**config.mk**
```make
export PLATFORM = sky130hd
export DESIGN_NAME = positional_array_list
export DESIGN_NICKNAME = d
export VERILOG_FILES = /design/src/rtl/core/plp_pkg.sv /design/src/rtl/core/plp_cell.sv /design/src/rtl/core/positional_array_list.sv
export VERILOG_INCLUDE_DIRS = /design/src /design/src/rtl/core
export SDC_FILE = /design/constraint.sdc
export NUM_CORES = 2
export LEC_CHECK = 0
export BUFFER_PORTS_ARGS = -buffer_cell sky130_fd_sc_hd__buf_2
export CORE_MARGIN = 5
export CORE_UTILIZATION = 50
export CTS_BUF_LIST = sky130_fd_sc_hd__clkbuf_2 sky130_fd_sc_hd__clkbuf_4 sky130_fd_sc_hd__clkbuf_8
export CTS_CLUSTER_DIAMETER = 60
export DETAILED_ROUTE_END_ITERATION = 10
export HOLD_SLACK_MARGIN = 0.03
export PLACE_DENSITY = 0.64
export SYNTH_ARGS = -nofsm -noshare
export SYNTH_HDL_FRONTEND = slang
export SYNTH_SLANG_ARGS = --single-unit
```
**constraint.sdc**
```tcl
create_clock -name clk_i -period 9.8 [get_ports clk_i]
set_input_delay 0 -clock clk_i [delete_from_list [all_inputs] [get_ports clk_i]]
set_output_delay 0 -clock clk_i [all_outputs]
set_load 0.005 [all_outputs]
```
**src/rtl/core/assert_macros.svh**
```systemverilog
// Assertion helpers shared by the RTL.
// Both expect clk_i and rst_ni to exist in the module that uses them.
`ifndef ASSERT_MACROS_SVH
`define ASSERT_MACROS_SVH

// Concurrent check, sampled on the rising clock, off while in reset.
`define ASSERT_CLK(label, prop, msg) \
  label: assert property (@(posedge clk_i) disable iff (!rst_ni) (prop)) \
    else $error(msg);

// Implication check, same clocking and reset handling.
`define ASSERT_IMPL(label, ante, cons, msg) \
  `ASSERT_CLK(label, (ante) |-> (cons), msg)

`endif

```
**src/rtl/core/plp_pkg.sv**
```systemverilog
`default_nettype none

package plp_pkg;

  // list capacity
  localparam int unsigned DEPTH = 16;
  localparam int unsigned CNT_W = $clog2(DEPTH + 1);
  localparam int unsigned IDX_W = (DEPTH > 1) ? $clog2(DEPTH) : 1;

  // command codes
  typedef enum logic [1:0] {
    CMD_QUERY  = 2'd0,
    CMD_INSERT = 2'd1,
    CMD_DELETE = 2'd2
  } cmd_e;

  // result status codes
  typedef enum logic [1:0] {
    ST_OK     = 2'd0,
    ST_BADPOS = 2'd1,
    ST_FULL   = 2'd2
  } status_e;

  // per-cell update select
  typedef enum logic [1:0] {
    OP_HOLD      = 2'd0,
    OP_LOAD      = 2'd1,
    OP_FROM_PREV = 2'd2,
    OP_FROM_NEXT = 2'd3
  } cell_op_e;

  // one list entry
  typedef struct packed {
    logic [31:0] code;
    logic [31:0] price;
  } entry_t;

endpackage

`default_nettype wire

```
**src/rtl/core/plp_cell.sv**
```systemverilog
`default_nettype none

// One slot of the list: holds an entry, or takes the new one or a neighbor's.
module plp_cell (
  input  wire logic              clk_i,
  input  wire plp_pkg::cell_op_e op_i,
  input  wire plp_pkg::entry_t   new_i,
  input  wire plp_pkg::entry_t   prev_i,
  input  wire plp_pkg::entry_t   next_i,
  output plp_pkg::entry_t        entry_o
);

  plp_pkg::entry_t entry_q, entry_d;

  // next slot contents
  always_comb begin
    case (op_i)
      plp_pkg::OP_LOAD:      entry_d = new_i;
      plp_pkg::OP_FROM_PREV: entry_d = prev_i;
      plp_pkg::OP_FROM_NEXT: entry_d = next_i;
      default:               entry_d = entry_q;
    endcase
  end

  // payload only, no reset
  always_ff @(posedge clk_i) begin
    entry_q <= entry_d;
  end

  assign entry_o = entry_q;

endmodule

`default_nettype wire

```
**src/rtl/core/positional_array_list.sv**
```systemverilog
// Positional list of up to DEPTH entries (item code + 32-bit price word).
// Input channel: in_valid_i / in_stall_o carry one request: command, 1-based
// position and, for insert, the new entry. Output channel: out_valid_o /
// out_stall_i carry one result per request: status, entry fields, count.
// A request is taken when valid is high and stall is low.
// The result is registered and presented in the cycle after the request is taken.
// Throughput: one request per cycle; every slot cell shifts in parallel, so
// insert and delete take no longer than a query. The limit is the single
// output register: while a result waits under out_stall_i, in_stall_o is
// raised and no new request is taken.
// Reset clears the entry count and the output valid; slot contents stay
// undefined and are only read after they were written.
// Failed requests (bad position, full list, unknown command) leave the list
// unchanged and return zero entry fields.
`default_nettype none

`include "assert_macros.svh"

module positional_array_list (
  input  wire logic               clk_i,
  input  wire logic               rst_ni,
  input  wire logic               in_valid_i,
  output logic                    in_stall_o,
  input  wire logic [1:0]         command_i,
  input  wire logic [4:0]         position_i,
  input  wire logic signed [31:0] new_code_i,
  input  wire logic [31:0]        new_price_bits_i,
  output logic                    out_valid_o,
  input  wire logic               out_stall_i,
  output logic [1:0]              status_o,
  output logic signed [31:0]      item_code_o,
  output logic [31:0]             item_price_bits_o,
  output logic [4:0]              entry_count_o
);

  localparam int unsigned CMP_W = ((plp_pkg::CNT_W > 5) ? plp_pkg::CNT_W : 5) + 1;

  plp_pkg::entry_t   cell_q   [plp_pkg::DEPTH];
  plp_pkg::cell_op_e cell_op  [plp_pkg::DEPTH];
  plp_pkg::entry_t   new_entry;

  logic [plp_pkg::CNT_W-1:0] cnt_q, cnt_d;
  logic                      out_valid_q;
  plp_pkg::status_e          status_q, status_d;
  logic [31:0]               code_q, code_d;
  logic [31:0]               price_q, price_d;
  logic [4:0]                count_q;

  logic                      accept;
  logic [CMP_W-1:0]          pos_ext, cnt_ext, pos_m1;
  logic [plp_pkg::IDX_W-1:0] idx;
  logic                      pos_rd_ok, pos_ins_ok, full;
  logic                      do_ins, do_del;
  plp_pkg::entry_t           rd_entry;
  plp_pkg::cmd_e             cmd;

  assign accept    = in_valid_i && !in_stall_o;
  assign new_entry = '{code: new_code_i, price: new_price_bits_i};
  assign cmd       = plp_pkg::cmd_e'(command_i);

  // position checks against the current count
  assign pos_ext    = CMP_W'(position_i);
  assign cnt_ext    = CMP_W'(cnt_q);
  assign pos_m1     = pos_ext - CMP_W'(1);
  assign idx        = pos_m1[plp_pkg::IDX_W-1:0];
  assign full       = (cnt_ext >= CMP_W'(plp_pkg::DEPTH));
  assign pos_rd_ok  = (position_i != 5'd0) && (pos_ext <= cnt_ext);
  assign pos_ins_ok = (position_i != 5'd0) && (pos_ext <= cnt_ext + CMP_W'(1));
  assign rd_entry   = cell_q[idx];

  // command decode and result
  always_comb begin
    status_d = plp_pkg::ST_BADPOS;
    code_d   = '0;
    price_d  = '0;
    do_ins   = 1'b0;
    do_del   = 1'b0;
    unique case (cmd)
      plp_pkg::CMD_QUERY: begin
        if (pos_rd_ok) begin
          status_d = plp_pkg::ST_OK;
          code_d   = rd_entry.code;
          price_d  = rd_entry.price;
        end
      end
      plp_pkg::CMD_INSERT: begin
        if (full) begin
          status_d = plp_pkg::ST_FULL;
        end else if (pos_ins_ok) begin
          status_d = plp_pkg::ST_OK;
          do_ins   = 1'b1;
        end
      end
      plp_pkg::CMD_DELETE: begin
        if (pos_rd_ok) begin
          status_d = plp_pkg::ST_OK;
          code_d   = rd_entry.code;
          price_d  = rd_entry.price;
          do_del   = 1'b1;
        end
      end
      default: ;
    endcase
  end

  // count update
  always_comb begin
    cnt_d = cnt_q;
    if (accept && do_ins) begin
      cnt_d = cnt_q + plp_pkg::CNT_W'(1);
    end else if (accept && do_del) begin
      cnt_d = cnt_q - plp_pkg::CNT_W'(1);
    end
  end

  // per-cell select: open a gap on insert, close it on delete
  always_comb begin
    for (int i = 0; i < plp_pkg::DEPTH; i++) begin
      cell_op[i] = plp_pkg::OP_HOLD;
      if (accept && do_ins) begin
        if (plp_pkg::IDX_W'(i) == idx) begin
          cell_op[i] = plp_pkg::OP_LOAD;
        end else if (plp_pkg::IDX_W'(i) > idx) begin
          cell_op[i] = plp_pkg::OP_FROM_PREV;
        end
      end else if (accept && do_del) begin
        if (plp_pkg::IDX_W'(i) >= idx) begin
          cell_op[i] = plp_pkg::OP_FROM_NEXT;
        end
      end
    end
  end

  // slot chain
  for (genvar g = 0; g < plp_pkg::DEPTH; g++) begin : g_cell
    plp_pkg::entry_t prev_e, next_e;
    if (g == 0) begin : g_first
      assign prev_e = new_entry;
    end else begin : g_mid
      assign prev_e = cell_q[g-1];
    end
    if (g == plp_pkg::DEPTH - 1) begin : g_last
      assign next_e = cell_q[g];
    end else begin : g_inner
      assign next_e = cell_q[g+1];
    end
    plp_cell u_cell (
      .clk_i   (clk_i),
      .op_i    (cell_op[g]),
      .new_i   (new_entry),
      .prev_i  (prev_e),
      .next_i  (next_e),
      .entry_o (cell_q[g])
    );
  end

  // control state
  always_ff @(posedge clk_i or negedge rst_ni) begin
    if (!rst_ni) begin
      cnt_q       <= '0;
      out_valid_q <= 1'b0;
    end else begin
      cnt_q <= cnt_d;
      if (accept) begin
        out_valid_q <= 1'b1;
      end else if (!out_stall_i) begin
        out_valid_q <= 1'b0;
      end
    end
  end

  // result payload
  always_ff @(posedge clk_i) begin
    if (accept) begin
      status_q <= status_d;
      code_q   <= code_d;
      price_q  <= price_d;
      count_q  <= 5'(cnt_d);
    end
  end

  assign in_stall_o        = out_valid_q && out_stall_i;
  assign out_valid_o       = out_valid_q;
  assign status_o          = status_q;
  assign item_code_o       = code_q;
  assign item_price_bits_o = price_q;
  assign entry_count_o     = count_q;

  `ASSERT_CLK(a_cnt_range, cnt_q <= plp_pkg::CNT_W'(plp_pkg::DEPTH), "count above capacity")
  `ASSERT_IMPL(a_ins_count, accept && do_ins, ##1 cnt_q == $past(cnt_q) + plp_pkg::CNT_W'(1), "insert did not grow count")
  `ASSERT_IMPL(a_del_count, accept && do_del, ##1 cnt_q == $past(cnt_q) - plp_pkg::CNT_W'(1), "delete did not shrink count")
  `ASSERT_IMPL(a_err_zero, out_valid_q && status_q != plp_pkg::ST_OK, code_q == '0 && price_q == '0, "failed request returned data")

endmodule

`default_nettype wire

```
==> After elaboration in Yosys (flattened, before gate mapping) <==
Index checks and enable logic that the tools add are counted.
{ "totals": {"regBits": 1101, "latchBits": 0, "mem_bits_rw": 0, "rom_bits": 0, "input_bits": 75, "out_inout_bits": 73, "wordCells": 285, "n_memories": 0} }
{ "op_classes": {"add_sub_neg": 4, "n_mul": 0, "div_mod_pow": 0, "magnitude_cmp": 36, "n_eq_ne": 65, "shift": 0, "muxes": 112, "bitwise": 1, "n_reduce_logical": 29} }
{ "ops": {"columns": ["cell", "n"], "rows": [
  ["$pmux 64 s3", 14],
  ["$bmux 64 s4", 1],
  ["$pmux 64 s2", 2],
  ["$mux 2", 81],
  ["$mux 64", 2],
  ["$eq 2x2->1 const B", 32],
  ["$reduce_bool 3->1", 14],
  ["$eq 2x1->1 const B", 17],
  ["$eq 4x4->1 const A", 8],
  ["$ge 4x4->1 const A", 8],
  ["$gt 4x4->1 const A", 8],
  ["$eq 3x4->1 const A", 4],
  ["$ge 3x4->1 const A", 4],
  ["$gt 3x4->1 const A", 4],
  ["$ge 5x5->1 const B", 2],
  ["$mux 5", 2],
  ["$mux 1", 9],
  ["$eq 2x4->1 const A", 2],
  ["$ge 1x4->1 const A", 2],
  ["$ge 2x4->1 const A", 2],
  ["$gt 1x4->1 const A", 2],
  ["$gt 2x4->1 const A", 2],
  ["$add 5x1->6 const B", 1],
  ["$le 5x6->1", 1],
  ["16 further kinds", 23]
]} }

==> Longest topological paths before layout <==
{ "depth": {"word_depth": 11, "ltp_mapped": 16, "depth_no_buf": 12} }

==> Cells and area by module <==
A second synthesis with hierarchy kept.
{ "hier_totals": {"hier_cells": 5169, "area_unflattened_um2": 63983.9} }
{ "by_module_without_submodules": {"columns": ["module", "n_inst", "cells_each", "area_per_inst_um2", "seq_area_each_um2"], "rows": [
  ["plp_cell", 16, 278, 3284.4, 1921.8],
  ["positional_array_list", 1, 721, 11433.5, 2282.2]
]} }

==> Worst setup path after synthesis <==
Ideal clock, no wire load.
{ "synth_timing": {"path_kind": "reg2reg", "startpoint": "reg out_valid_q (netlist: out_valid_o)", "endpoint": "reg g_cell[0].u_cell.entry_q (netlist bit g_cell[0].u_cell.entry_o[0]), enable pin", "setup_ns": 0.428, "arrival_ns": 8.097, "required_time_ns": 9.372, "slack_ns": 1.274, "stages_incl_launch_ff": 7, "path_buffers": 0, "synth_period_minus_slack_ns": 8.526, "path_cell_list": "dfrtp_1 a21boi_2 nand4_1 nor2_1 nand2_1 a21oi_1 and2_1"} }
{ "synth_via": {"elab_chain_cells": 9, "word_cells_on_any_way": 12, "classes_between": "eq/ne: 3; mux: 2; reduce/logical: 7"} }
{ "synth_rtl": {"columns": ["item", "line_no", "rtl"], "rows": [
  ["from (decl)", "positional_array_list.sv:43", "logic out_valid_q;"],
  ["from (signal assigned)", "positional_array_list.sv:161", "out_valid_q <= 1'b0;"],
  ["from (signal assigned)", "positional_array_list.sv:165", "out_valid_q <= 1'b1;"],
  ["from (signal assigned)", "positional_array_list.sv:167", "out_valid_q <= 1'b0;"],
  ["$logic_and 1x1->1 (*)", "positional_array_list.sv:182", "assign in_stall_o = out_valid_q && out_stall_i;"],
  ["$logic_not 1->1 (*)", "positional_array_list.sv:57", "assign accept = in_valid_i && !in_stall_o;"],
  ["$logic_and 1x1->1 (*)", "positional_array_list.sv:57", null],
  ["net accept", "positional_array_list.sv:49", "logic accept;"],
  ["$logic_and 1x1->1", "positional_array_list.sv:126", "end else if (accept && do_del) begin"],
  ["$mux 2", "positional_array_list.sv:126", null],
  ["$mux 2 (*)", "positional_array_list.sv:120", "if (accept && do_ins) begin"],
  ["$eq 2x1->1 or $eq 2x2->1 (tied branches)", "plp_cell.sv:17", "case (op_i)"],
  ["$reduce_or 2->1 (no line)", null, null],
  ["$reduce_bool 2->1 (no line) (*)", null, null],
  ["to (signal assigned)", "plp_cell.sv:27", "entry_q <= entry_d;"],
  ["to (decl)", "plp_cell.sv:13", "plp_pkg::entry_t entry_q, entry_d;"]
]} }
The timed path passes the listed nets; every way through them passes the cells marked *.
A chain may end at the register's enable or synchronous reset.

==> Worst setup path after layout <==
{ "layout_timing": {"startpoint": "reg cnt_q[2] (netlist name)", "endpoint": "reg g_cell[5].u_cell.entry_q (netlist bit g_cell[5].u_cell.entry_o[34]), enable pin"} }
{ "layout_via": {"elab_chain_cells": 10, "word_cells_on_any_way": 19, "classes_between": "add/sub: 1; order compare: 3; eq/ne: 3; mux: 7; reduce/logical: 5"} }
{ "layout_rtl": {"columns": ["item", "line_no", "rtl"], "rows": [
  ["from (decl)", "positional_array_list.sv:42", "logic [plp_pkg::CNT_W-1:0] cnt_q, cnt_d;"],
  ["from (signal assigned)", "positional_array_list.sv:163", "cnt_q <= cnt_d;"],
  ["$add 5x1->6", "positional_array_list.sv:68", "assign pos_ins_ok = (position_i != 5'd0) && (pos_ext <= cnt_ext + CMP_W'(1));"],
  ["$le 5x6->1", "positional_array_list.sv:68", null],
  ["$logic_and 1x1->1", "positional_array_list.sv:68", null],
  ["$mux 1", "positional_array_list.sv:89", "end else if (pos_ins_ok) begin"],
  ["$mux 1", "positional_array_list.sv:87", "if (full) begin"],
  ["$mux 1", "positional_array_list.sv:78", "unique case (cmd)"],
  ["$logic_and 1x1->1", "positional_array_list.sv:120", null],
  ["$mux 2 (*)", "positional_array_list.sv:120", null],
  ["$eq 2x1->1 or $eq 2x2->1 (tied branches)", "plp_cell.sv:17", null],
  ["$reduce_bool 3->1 (no line) (*)", null, null],
  ["to (signal assigned)", "plp_cell.sv:27", null],
  ["to (decl)", "plp_cell.sv:13", null]
]} }
Every way passes the cells marked *; elsewhere a longest branch is shown, timed or not.

==> metrics <==
R2R depth 12; RePlAce Congestion 0.817; vias 46000; number of port buffers 147; htree depth 4; area of the multi-input gates 23300 um2; Worst setup EP type register; Post-synth EDFFs 1095; Worst Hold Depth 3; status finished, final reports clean; minimum clock period 5.12 ns; ys flop type edfxtp_1; Min-Delay Path Class in2reg; Psw 3.39 mW; worst hold margin 0.101 ns; cell area after synthesis 58500 um2; average routed wire per standard cell 36.8 um; antenna viol nets, final 0; Switching Share 28.2%; PD cells 184 nW/um2; Clk pwr share 35.9%; # clock sinks 1101; FP Rows 125; # fillers 9305; M3 GR Usage 10.6%; critical path class reg2reg; WP data required 10.28 ns; Comb power frac 16.5%; first drt pass iteration count 6; CP Cell Sequence inv_1 -> ha_1 -> a211oi_2 -> o221ai_1 -> a211oi_4 -> buf_4 -> a22oi_2 -> buf_4 -> nor2_4 -> buf_4 -> and2_4 -> buf_4; Async SR Flop Fraction 0.545%; Die X 352 um; setup ws final 4.68 ns; max-cap viol count 0; syn avg cell area 13.9 um2; nets 4371; met2 usage 51.2%; Pwr Total 12.0 mW; pin count of the biggest net entering global routing 129; Synth Area in Compound Gates 19.4%; die area 124000 um2; Setup Buffers After CTS 0; family with the most delay on the worst path buffers and inverters; Top cell by count, worst path buf_4; RSZ-0062 raised after global routing no; ratio of cells with drive above 1 in the final layout 22.6%; Seq cells post-synth 1101; clock slew at reported path FFs 0.06 ns; peak supply drop 0.142 mV; final hold violation count 0; mux contribution to synthesized area 13.5%; Critical Path Start Type register; synth warn 0; Pleak 20.8 nW; Final Util 56.2%; Seq/Total Area, Yosys 56.4%; Clock Latency Late Sink 0.91 ns; initial antenna violation count 7; hpwl dp 111 mm; Synth top area share 56.2%; Cells after Synth 4210; Seq pwr share 47.6%; setup slack at placement 4.60 ns; count leader, synth edfxtp_1; GRT Max-Usage Layer met2; first-pass GRT wire length 316 mm; Clock Tree Buf Depth 3; CTS tree built; Max stage delay on crit path 0.89 ns; area leader, netlist edfxtp_1; largest fanout on the critical path 45; count of different cell masters after synthesis 53; IO Count 148; TritonCTS buffer count 190; Slew HR 12.5%; Slew Viols, Final 0; clock root buffer clkbuf_8; gr usage total 34.2%; 1st-iter DRT viols 7839; WL final 219 mm; Adder-Cell Fraction of Synth Area 0.363%; P_int 8.64 mW; CP Depth 12; Starting Density 50.4%; register area 33000 um2; Crit path buffers/inverters 5; Setup TNS Final 0 ns; top post-synthesis cells by count edfxtp_1, a22oi_1, a221o_1, o21ai_0, mux4_2; vias per cell 7.72; Die Ht 352 um; Area Overhead vs Synth 11.5%; CP arrival 5.60 ns; largest family of logic cells by synthesized area compound AO/OA/AOI/OAI gates; top post-synthesis cells by area edfxtp_1, mux4_2, a22oi_1; Synth Net Count 4302; clk_skew 0.0472 ns; vias in the first global route 45100; GR Overflow Total 0; Slew @ Worst Pin 1.31 ns; Synth Area in XOR/XNOR 0.162%; met1 usage 46.8%; Max stage delay cell, worst path buf_4; Max Fclk 0.195 GHz; final worst-path cycle share 52.2%; setup violators final 0; fraction of the mapped netlist area in simple logic gates 5.77%; DRC 0; core footprint 116000 um2
==> layout by cell type, fill, tap and decap left out, types with 6 or more instances in the layout <==
cell	n
dlygate4sd3_1	123
diode_2	12
dfrtp_1	6
clkinv_2	15
inv_6	6
and2_1	194
bufinv_16	9
o21ai_0	380
nor2_4	9
and3_1	129
buf_2	146
a22oi_1	513
clkinv_1	45
edfxtp_1	1095
nor2_1	13
buf_4	111
clkbuf_8	191
nor3_1	132
mux2_2	58
xnor2_1	8
mux2_1	6
nor3_2	14
mux4_2	320
nand2_1	72
o31ai_1	193
clkbuf_4	68
ha_1	15
inv_1	74
a221o_1	381
o21ai_1	12
and2_4	6
==> worst register-to-register path, stage by stage, from the launching register on <==
cell      delay, ns
dfrtp_1        0.42
inv_1          0.09
ha_1           0.31
a211oi_2       0.19
o221ai_1       0.22
a211oi_4       0.29
buf_4          0.57
a22oi_2        0.17
buf_4          0.27
nor2_4         0.13
buf_4          0.51
and2_4         0.64
buf_4          0.90
==> worst paths after layout <==
kind | end | slack [ns] | start
max | g_cell[5].u_cell.entry_o[34]$_DFFE_PP_ | 4.68 | cnt_q[2]$_DFF_PN0_
min | g_cell[6].u_cell.entry_o[37]$_DFFE_PP_ | 0.10 | new_code_i[5]
max reg2reg | g_cell[5].u_cell.entry_o[34]$_DFFE_PP_ | 4.68 | cnt_q[2]$_DFF_PN0_
min reg2reg | g_cell[1].u_cell.entry_o[59]$_DFFE_PP_ | 0.57 | g_cell[0].u_cell.entry_o[59]$_DFFE_PP_
max in group asynchronous | cnt_q[1]$_DFF_PN0_ | 8.94 | rst_ni
min in group asynchronous | out_valid_o$_DFFE_PN0P_ | 0.59 | rst_ni
==> power groups by stage <==
stage	combinational, mW	clock, mW	sequential (mW)
floorplan	1.20	0	5.78
global placement	1.85	0	5.81
detailed placement	1.88	0	5.81
CTS	1.93	4.35	5.72
global route	2.06	4.59	5.75
finish	1.98	4.32	5.72
==> sequential cells by signal, indices dropped and copies added, names as in the netlist <==
register / flops
status_o: 2
out_valid_o: 1
cnt_q: 5
item_code_o: 32
g_cell.u_cell.entry_o: 1024
entry_count_o: 5
item_price_bits_o: 32
==> logic make-up after synthesis <==
group	count (synthesis)
AND/OR/NAND/NOR	600
buffers and inverters	583
XOR/XNOR	10
multiplexers	384
AO/OA/AOI/OAI	1515
adder cells (fa/ha/maj)	17
flip-flops	1101
==> area by class of cell <==
class / instances / area share [%]
diodes: 12 / 0.0460
clock buffers: 259 / 4.81
clock inverters: 81 / 0.966
inverters: 75 / 0.435
multi-input cells: 2526 / 35.8
flip-flops and latches: 1101 / 50.6
well taps: 1524 / 2.92
repair buffers: 385 / 4.43
==> metrics by stage <==
stage                     area [um2]  cells
after floorplan                58500   4210
after global placement         60200   5488
after detailed placement       60200   5488
after CTS                      65200   5951
after global routing           65200   5954
final                          65300   5963
==> timing repair <==
| item | in CTS | in global routing |
|---|---|---|
| hold buffers | 123 | 0 |
| endpoints found under the hold margin | 1119 | 0 |
| resized for setup | 0 | 0 |
==> per-layer routing <==
metal	part of all wire, %	wire length (um)
met4	4.8	10600
met1	36	78600
met2	44	95500
met5	0.0059	13
met3	16	34400
(Power assumes the default switching activity.)
